==> config.mk <==
export PLATFORM = sky130hd
export DESIGN_NAME = square_spiral_waypoint_generator_core
export DESIGN_NICKNAME = d
export VERILOG_FILES = /design/src/hdl/sqspw_pkg.sv /design/src/hdl/sqspw_step.sv /design/src/hdl/square_spiral_waypoint_generator_core.sv
export SDC_FILE = /design/constraint.sdc
export NUM_CORES = 1
export LEC_CHECK = 0
export BUFFER_PORTS_ARGS = -buffer_cell sky130_fd_sc_hd__buf_2
export CAP_MARGIN = 25
export CORE_UTILIZATION = 55
export DETAILED_ROUTE_END_ITERATION = 6
export PLACE_DENSITY = 0.79
export SLEW_MARGIN = 20
export SYNTH_ARGS = -nofsm -noshare
export SYNTH_HDL_FRONTEND = slang
export SYNTH_HIERARCHICAL = 1
export SYNTH_SLANG_ARGS = --single-unit
==> constraint.sdc <==
create_clock -name clk -period 3.9 [get_ports clk]
set_input_delay 0.78 -clock clk [delete_from_list [all_inputs] [get_ports clk]]
set_output_delay 0.78 -clock clk [all_outputs]
set_load 0.05 [all_outputs]
==> src/hdl/sqspw_pkg.sv <==
// shared types, constants and helper functions for the square spiral waypoint generator
package sqspw_pkg;

	localparam int POS_WIDTH = 16;
	localparam int LEG_WIDTH = 12;
	localparam int CFG_INDEX_WIDTH = 2;
	localparam int CFG_DATA_WIDTH = 3;

	typedef enum logic [2:0] {
		HD_E  = 3'd0,
		HD_NE = 3'd1,
		HD_N  = 3'd2,
		HD_NW = 3'd3,
		HD_W  = 3'd4,
		HD_SW = 3'd5,
		HD_S  = 3'd6,
		HD_SE = 3'd7
	} heading_t;

	typedef enum logic [CFG_INDEX_WIDTH-1:0] {
		CFG_WALKER_MODE   = 2'd0,
		CFG_START_HEADING = 2'd1,
		CFG_SPARE_2       = 2'd2,
		CFG_SPARE_3       = 2'd3
	} cfg_index_t;

	localparam heading_t RESET_HEADING = HD_N;

	typedef struct packed {
		logic signed [POS_WIDTH-1:0] x;
		logic signed [POS_WIDTH-1:0] y;
		heading_t                    dir;
		logic [LEG_WIDTH-1:0]        steps;
		logic [LEG_WIDTH-1:0]        leg;
		logic                        grow2;
		logic                        start;
	} walk_state_t;

	localparam logic signed [POS_WIDTH-1:0] POS_MAX = {1'b0, {(POS_WIDTH-1){1'b1}}};
	localparam logic signed [POS_WIDTH-1:0] POS_MIN = {1'b1, {(POS_WIDTH-1){1'b0}}};

	// cardinal turns a quarter ccw, diagonal snaps forward to its cardinal
	function automatic heading_t turn_dir(input heading_t d);
		logic [2:0] inc;
		inc = d[0] ? 3'd1 : 3'd2;
		return heading_t'(3'(d + inc));
	endfunction

	function automatic logic x_up(input heading_t d);
		return (d == HD_E) || (d == HD_NE) || (d == HD_SE);
	endfunction

	function automatic logic x_down(input heading_t d);
		return (d == HD_NW) || (d == HD_W) || (d == HD_SW);
	endfunction

	function automatic logic y_up(input heading_t d);
		return (d == HD_NE) || (d == HD_N) || (d == HD_NW);
	endfunction

	function automatic logic y_down(input heading_t d);
		return (d == HD_SW) || (d == HD_S) || (d == HD_SE);
	endfunction

	// saturating move by one grid step
	function automatic logic signed [POS_WIDTH-1:0] pos_move(
		input logic signed [POS_WIDTH-1:0] p,
		input logic up,
		input logic down
	);
		logic signed [POS_WIDTH-1:0] r;
		r = p;
		if (up && (p != POS_MAX)) begin
			r = p + POS_WIDTH'(1);
		end else if (down && (p != POS_MIN)) begin
			r = p - POS_WIDTH'(1);
		end
		return r;
	endfunction

	// saturating leg length growth
	function automatic logic [LEG_WIDTH-1:0] leg_add(
		input logic [LEG_WIDTH-1:0] leg,
		input logic [2:0] inc
	);
		logic [LEG_WIDTH:0] sum;
		sum = {1'b0, leg} + (LEG_WIDTH+1)'(inc);
		return sum[LEG_WIDTH] ? {LEG_WIDTH{1'b1}} : sum[LEG_WIDTH-1:0];
	endfunction

endpackage

==> src/hdl/sqspw_step.sv <==
// next walk state for one request: restart, three-walker or six-walker step
module sqspw_step (
	input  sqspw_pkg::walk_state_t cur,
	input  logic                   walker_mode,
	input  sqspw_pkg::heading_t    start_heading,
	input  logic                   restart,
	output sqspw_pkg::walk_state_t nxt
);

	logic [sqspw_pkg::LEG_WIDTH-1:0] steps_c;
	logic                            done2;
	logic                            done_leg;
	sqspw_pkg::heading_t             dir_t;

	assign steps_c  = (cur.steps == {sqspw_pkg::LEG_WIDTH{1'b1}}) ? cur.steps
		: cur.steps + sqspw_pkg::LEG_WIDTH'(1);
	assign done2    = steps_c >= sqspw_pkg::LEG_WIDTH'(2);
	assign done_leg = steps_c >= cur.leg;
	assign dir_t    = sqspw_pkg::turn_dir(cur.dir);

	always_comb begin
		nxt = cur;
		if (restart) begin
			nxt.x     = '0;
			nxt.y     = '0;
			nxt.dir   = start_heading;
			nxt.steps = '0;
			nxt.leg   = sqspw_pkg::LEG_WIDTH'(1);
			nxt.grow2 = 1'b1;
			nxt.start = 1'b1;
		end else begin
			nxt.x = sqspw_pkg::pos_move(cur.x, sqspw_pkg::x_up(cur.dir),
				sqspw_pkg::x_down(cur.dir));
			nxt.y = sqspw_pkg::pos_move(cur.y, sqspw_pkg::y_up(cur.dir),
				sqspw_pkg::y_down(cur.dir));
			if (!walker_mode) begin
				if (cur.start) begin
					case (cur.dir)
						sqspw_pkg::HD_NE: begin
							nxt.dir   = sqspw_pkg::HD_W;
							nxt.steps = '0;
							nxt.leg   = sqspw_pkg::LEG_WIDTH'(2);
							nxt.start = 1'b0;
							nxt.grow2 = 1'b0;
						end
						sqspw_pkg::HD_E: begin
							nxt.steps = steps_c;
							if (done2) begin
								nxt.dir   = dir_t;
								nxt.steps = '0;
								nxt.leg   = sqspw_pkg::LEG_WIDTH'(2);
								nxt.start = 1'b0;
							end
						end
						default: begin
							nxt.dir   = dir_t;
							nxt.steps = '0;
							nxt.leg   = sqspw_pkg::LEG_WIDTH'(3);
							nxt.start = 1'b0;
							nxt.grow2 = 1'b0;
						end
					endcase
				end else begin
					nxt.steps = steps_c;
					if (done_leg) begin
						nxt.steps = '0;
						nxt.leg   = sqspw_pkg::leg_add(cur.leg, cur.grow2 ? 3'd2 : 3'd1);
						nxt.grow2 = !cur.grow2;
						nxt.dir   = dir_t;
					end
				end
			end else begin
				// regular six-walker leg, also used for start headings without a start rule
				nxt.steps = steps_c;
				if (done_leg) begin
					nxt.dir   = dir_t;
					nxt.steps = '0;
					nxt.leg   = sqspw_pkg::leg_add(cur.leg, 3'd3);
				end
				if (cur.start) begin
					case (cur.dir) inside
						sqspw_pkg::HD_W, sqspw_pkg::HD_N, sqspw_pkg::HD_NE,
						sqspw_pkg::HD_SE: begin
							nxt.dir   = dir_t;
							nxt.steps = '0;
							nxt.start = 1'b0;
							nxt.leg   = (cur.dir == sqspw_pkg::HD_W)  ? sqspw_pkg::LEG_WIDTH'(3)
								: (cur.dir == sqspw_pkg::HD_NE) ? sqspw_pkg::LEG_WIDTH'(1)
								: sqspw_pkg::LEG_WIDTH'(2);
						end
						sqspw_pkg::HD_E, sqspw_pkg::HD_S: begin
							nxt.dir   = cur.dir;
							nxt.steps = steps_c;
							nxt.leg   = cur.leg;
							if (done2) begin
								nxt.dir   = dir_t;
								nxt.steps = '0;
								nxt.start = 1'b0;
								nxt.leg   = (cur.dir == sqspw_pkg::HD_E) ? sqspw_pkg::LEG_WIDTH'(3)
									: sqspw_pkg::LEG_WIDTH'(4);
							end
						end
						default: begin
						end
					endcase
				end
			end
		end
	end

endmodule

==> src/hdl/square_spiral_waypoint_generator_core.sv <==
// top level of the square spiral waypoint generator: state, config and result registers
//
// usage:
//   request channel (in_valid/in_ready, restart): each transfer either restarts the
//   walk from the configured start heading (restart=1) or advances it one grid step
//   (restart=0). every request produces exactly one result.
//   result channel (out_valid/out_ready, pos_x, pos_y, heading): new position in
//   grid steps and the heading after the request.
//   config channel (cfg_valid/cfg_ready, cfg_index, cfg_data): index 0 is
//   walker_mode, index 1 is start_heading; other indexes are ignored. cfg_ready is
//   always high. start_heading takes effect at the next restart.
// a result is registered at its request transfer and shows in the next cycle.
// throughput: one request per cycle unless the result stalls; the next-step logic is
//   a single pass between the walk state register and the result register.
// stall: a pending result holds while out_ready is low; in_ready then drops, and it
//   stays high when the pending result is taken in the same cycle.
// reset: walk at (0,0) heading north, three-walker mode, no result pending.
module square_spiral_waypoint_generator_core (
	input  logic                                    clk,
	input  logic                                    arst_n,
	input  logic                                    in_valid,
	output logic                                    in_ready,
	input  logic                                    restart,
	output logic                                    out_valid,
	input  logic                                    out_ready,
	output logic signed [sqspw_pkg::POS_WIDTH-1:0]  pos_x,
	output logic signed [sqspw_pkg::POS_WIDTH-1:0]  pos_y,
	output logic [2:0]                              heading,
	input  logic                                    cfg_valid,
	output logic                                    cfg_ready,
	input  logic [sqspw_pkg::CFG_INDEX_WIDTH-1:0]   cfg_index,
	input  logic [sqspw_pkg::CFG_DATA_WIDTH-1:0]    cfg_data
);

	// walk state and configuration
	sqspw_pkg::walk_state_t walk_q;
	sqspw_pkg::walk_state_t walk_nxt;
	logic                   walker_mode_q;
	sqspw_pkg::heading_t    start_heading_q;

	// result register
	logic                                   out_valid_q;
	logic signed [sqspw_pkg::POS_WIDTH-1:0] pos_x_q;
	logic signed [sqspw_pkg::POS_WIDTH-1:0] pos_y_q;
	sqspw_pkg::heading_t                    heading_q;

	logic in_xfer;
	logic cfg_xfer;

	// take a request whenever the result slot is empty or being emptied
	assign in_ready  = !out_valid_q || out_ready;
	assign in_xfer   = in_valid && in_ready;
	assign cfg_ready = 1'b1;
	assign cfg_xfer  = cfg_valid && cfg_ready;

	sqspw_step u_step (
		.cur           (walk_q),
		.walker_mode   (walker_mode_q),
		.start_heading (start_heading_q),
		.restart       (restart),
		.nxt           (walk_nxt)
	);

	// configuration registers
	always_ff @(posedge clk or negedge arst_n) begin
		if (!arst_n) begin
			walker_mode_q   <= 1'b0;
			start_heading_q <= sqspw_pkg::RESET_HEADING;
		end else if (cfg_xfer) begin
			unique case (sqspw_pkg::cfg_index_t'(cfg_index))
				sqspw_pkg::CFG_WALKER_MODE:   walker_mode_q   <= cfg_data[0];
				sqspw_pkg::CFG_START_HEADING: start_heading_q <= sqspw_pkg::heading_t'(cfg_data[2:0]);
				default: begin
				end
			endcase
		end
	end

	// walk state advances on every request transfer
	always_ff @(posedge clk or negedge arst_n) begin
		if (!arst_n) begin
			walk_q.x     <= '0;
			walk_q.y     <= '0;
			walk_q.dir   <= sqspw_pkg::RESET_HEADING;
			walk_q.steps <= '0;
			walk_q.leg   <= sqspw_pkg::LEG_WIDTH'(1);
			walk_q.grow2 <= 1'b1;
			walk_q.start <= 1'b1;
		end else if (in_xfer) begin
			walk_q <= walk_nxt;
		end
	end

	// result register, cleared at reset so the shown position matches the walk state
	always_ff @(posedge clk or negedge arst_n) begin
		if (!arst_n) begin
			out_valid_q <= 1'b0;
			pos_x_q     <= '0;
			pos_y_q     <= '0;
			heading_q   <= sqspw_pkg::RESET_HEADING;
		end else if (in_xfer) begin
			out_valid_q <= 1'b1;
			pos_x_q     <= walk_nxt.x;
			pos_y_q     <= walk_nxt.y;
			heading_q   <= walk_nxt.dir;
		end else if (out_ready) begin
			out_valid_q <= 1'b0;
		end
	end

	assign out_valid = out_valid_q;
	assign pos_x     = pos_x_q;
	assign pos_y     = pos_y_q;
	assign heading   = heading_q;

endmodule

==> results.py <==
metrics = {
    "die": {
        "start_util_pct": 57.2,
        "die_w_um": 112,
        "die_area_sq_um": 12500,
        "num_rows": 39,
        "pin_count": 49,
        "die_h_um": 112,
        "core_area_sq_um": 11600,
    },
    "finish": {
        "area_delta_synth_final_pct": 6.58,
        "multi_input_area_sq_um": 4420,
        "drive_above_1_share_pct": 23.5,
        "area.sequential_sq_um": 1660,
        "fin_area_sq_um": 7080,
        "antenna_cells": 0,
        "fillers": 1031,
        "fin_cells": 917,
        "mostFrequentLayoutCells": "76 x nor2_1, 61 x dfrtp_1, 60 x mux2_4",
        "finalNetCount": 806,
        "layout_commonest_cell": "nor2_1",
        "final_util_pct": 60.9,
    },
    "sta": {
        "fin_crit_sh_pct": 95.7,
        "fin_setup_tns_ns": 0,
        "rsz0062_at_grt": "false",
        "maxSlewViolCount": 0,
        "setup_slack_ns": 0.168,
        "period_needed_ns": 3.73,
        "setup_violations": 0,
        "max_freq_mhz": 268,
        "worst_pin_slew_ns": 1.01,
        "fin_worst_hold_slack_ns": 0.453,
        "slew_headroom_pct": 33.0,
        "clock_skew_ns": 0.00681,
        "hold_viol_final": 0,
    },
    "routing": {
        "avgRoutedWirePerCell_um": 18.4,
        "vias": 5982,
        "antenna_left": 0,
        "dr.pass1.iters": 7,
        "drt-total-wl_um": 16900,
        "via_per_inst": 6.52,
        "drc": 1,
        "drt-initial-drc-count": 532,
    },
    "power_and_ir_drop": {
        "ir_worst_vdd_mv": 0.678,
        "seqPwrFrac_pct": 21.0,
        "p_clk_share_pct": 13.0,
        "p_sw_mw": 3.26,
        "p_int_mw": 3.05,
        "combPwrFrac_pct": 66.0,
        "switching_share_pct": 51.6,
        "p_per_area_nw_per_um2": 892,
        "power.leakage_nw": 3.20,
        "finalPower_mw": 6.31,
    },
    "critical_path": {
        "path_cells": "ha_1, and4_1, nand3_1, nand2b_1, ha_1, a211o_1, a31oi_1, o221ai_4, a21o_2, buf_4, a21o_1, a31o_2, a32o_1, mux2_4",
        "critPathBufInv": 1,
        "cp-start-kind": "flop",
        "crit_type": "flop to flop",
        "slowest_stage": "dfrtp_1",
        "setup.worst_path.end_class": "flop",
        "critical_path_arrival_ns": 3.97,
        "cp_max_fo": 7,
        "crit_family": "compound AO/OA/AOI/OAI gates",
        "worstPathRequired_ns": 4.14,
        "slowest_delay_ns": 0.44,
        "cpMostUsedCell": "ha_1",
    },
    "clocking": {
        "cts-htree-levels": 3,
        "clkLatencyLatePin_ns": 0.35,
        "cts.sinks": 66,
        "clockBufferDepth": 2,
        "cts_tree": "done",
        "cts-root-buf": "clkbuf_16",
        "numCtsBuffers": 9,
        "path_clk_slew_ns": 0.06,
    },
    "logic_synthesis": {
        "syn_nets": 804,
        "synth_warnings": 6,
        "async_reset_ff_share_pct": 100,
        "synth-main-ff-cell": "dfrtp_1",
        "syn_inst": 767,
        "syn_avg_cell_area_sq_um": 8.66,
        "ys_ff_latch": 66,
        "ys_types": 78,
        "synth_area_sq_um": 6640,
        "synth_edf_count": 0,
        "yosysSeqAreaShare_pct": 25.0,
    },
    "job": {
        "cap_viol_max_count": 0,
    },
    "global_route": {
        "grt_usage_pct": 27.7,
        "grt_max_degree": 48,
        "grt_overflow": 0,
        "first_global_vias": 5686,
        "grt_pass1_wl_um": 28000,
        "antenna_found_initial": 0,
    },
    "min_path": {
        "hold_path.class": "input port to asynchronous set/reset pin",
    },
    "placement": {
        "io_buffers": 47,
        "dp_slack_ns": 0.0513,
        "gp_congestion": 0.936,
        "dp_cells": 898,
        "dp_hpwl_um": 11400,
        "placed_area_sq_um": 6720,
    },
    "outcome": {
        "run_status": "finished with violations",
        "violations": "DRC",
    },
}
==> power groups by stage <==
stage	logic [mW]	registers, mW	clock network (mW)
after floorplan	3.38	1.17	0
after global placement	3.83	1.31	0
after detailed placement	3.91	1.32	0
after CTS	3.94	1.31	0.838
after global routing	4.46	1.37	0.864
final	4.16	1.32	0.822
==> layer usage <==
metal	GRT usage (%)	vias up	part of all wire (%)	routed length, um
met5	2.35	-	0.22	37
met4	12.0	2	2.0	340
met3	5.12	35	6.5	1090
met2	43.5	268	47	7940
met1	37.0	2877	44	7450
li1	-	2800	-	-
==> cells in the mapped netlist, drive strengths merged, types with 7 or more instances <==
cell | instances | area share, %
nor2 | 76 | 4.3
mux2 | 67 | 15
dfrtp | 61 | 23
buf | 56 | 6.2
nand2 | 47 | 2.8
a21oi | 43 | 3.3
nand3 | 33 | 2.5
inv | 32 | 1.8
xnor2 | 32 | 4.2
o21ai | 26 | 2.0
ha | 25 | 4.7
nor3 | 25 | 2.1
clkbuf | 21 | 1.2
nand4 | 21 | 2.0
a31oi | 20 | 1.9
and3 | 13 | 1.2
o31ai | 12 | 1.6
nor3b | 11 | 1.2
or3 | 10 | 0.94
a21o | 9 | 1.0
o22ai | 8 | 0.75
xor2 | 8 | 1.1
and4 | 7 | 0.92
==> logic make-up after synthesis <==
| group | synth area share (%) |
|---|---|
| compound gates | 18.4 |
| xor+xnor | 5.28 |
| fa+ha+maj | 5.01 |
| buf+inv | 9.27 |
| flops | 25.0 |
| mux | 15.2 |
| other cells | 0.0565 |
| simple gates | 21.8 |
==> timing repair <==
action                                  in CTS  in global routing
endpoints found under the setup margin       0                 26
buffers inserted                             0                  2
hold buffers                                 0                  0
resized for setup                            0                  9
==> registers in the layout, summed over array words and instances (netlist names) <==
signal,cells
out_valid,1
pos_x,16
walker_mode_q,1
pos_y,16
heading,3
start_heading_q,3
walk_q,26
==> worst register-to-register path: stages, from the launching register on <==
cell and delay, ns:
dfrtp_1 0.44, ha_1 0.24, and4_1 0.22, nand3_1 0.20, nand2b_1 0.14, ha_1 0.31
a211o_1 0.29, a31oi_1 0.28, o221ai_4 0.18, a21o_2 0.31, buf_4 0.16, a21o_1 0.17
a31o_2 0.23, a32o_1 0.20, mux2_4 0.26
==> cell type report <==
cell class,instances,area share (%)
Multi-Input combinational cell,592,62.5
Tap cell,143,2.53
Clock buffer,9,3.18
Inverter,33,1.75
Timing Repair Buffer,67,5.62
Sequential cell,66,23.4
Clock inverter,7,0.972
==> final timing paths <==
kind	start	endpoint	slack, ns	cells after the start
min in group clk	start_heading_q[0]	start_heading_q[0]	0.51	1
worst min register to register	start_heading_q[0]	start_heading_q[0]	0.51	1
worst max-delay path	walk_q[14]	walk_q[4]	0.17	14
worst min-delay path	arst_n	walk_q[22]	0.45	1
worst max register to register	walk_q[14]	walk_q[4]	0.17	14
max in group asynchronous	arst_n	walk_q[2]	2.45	2
Power figures use the tool's default switching activity.
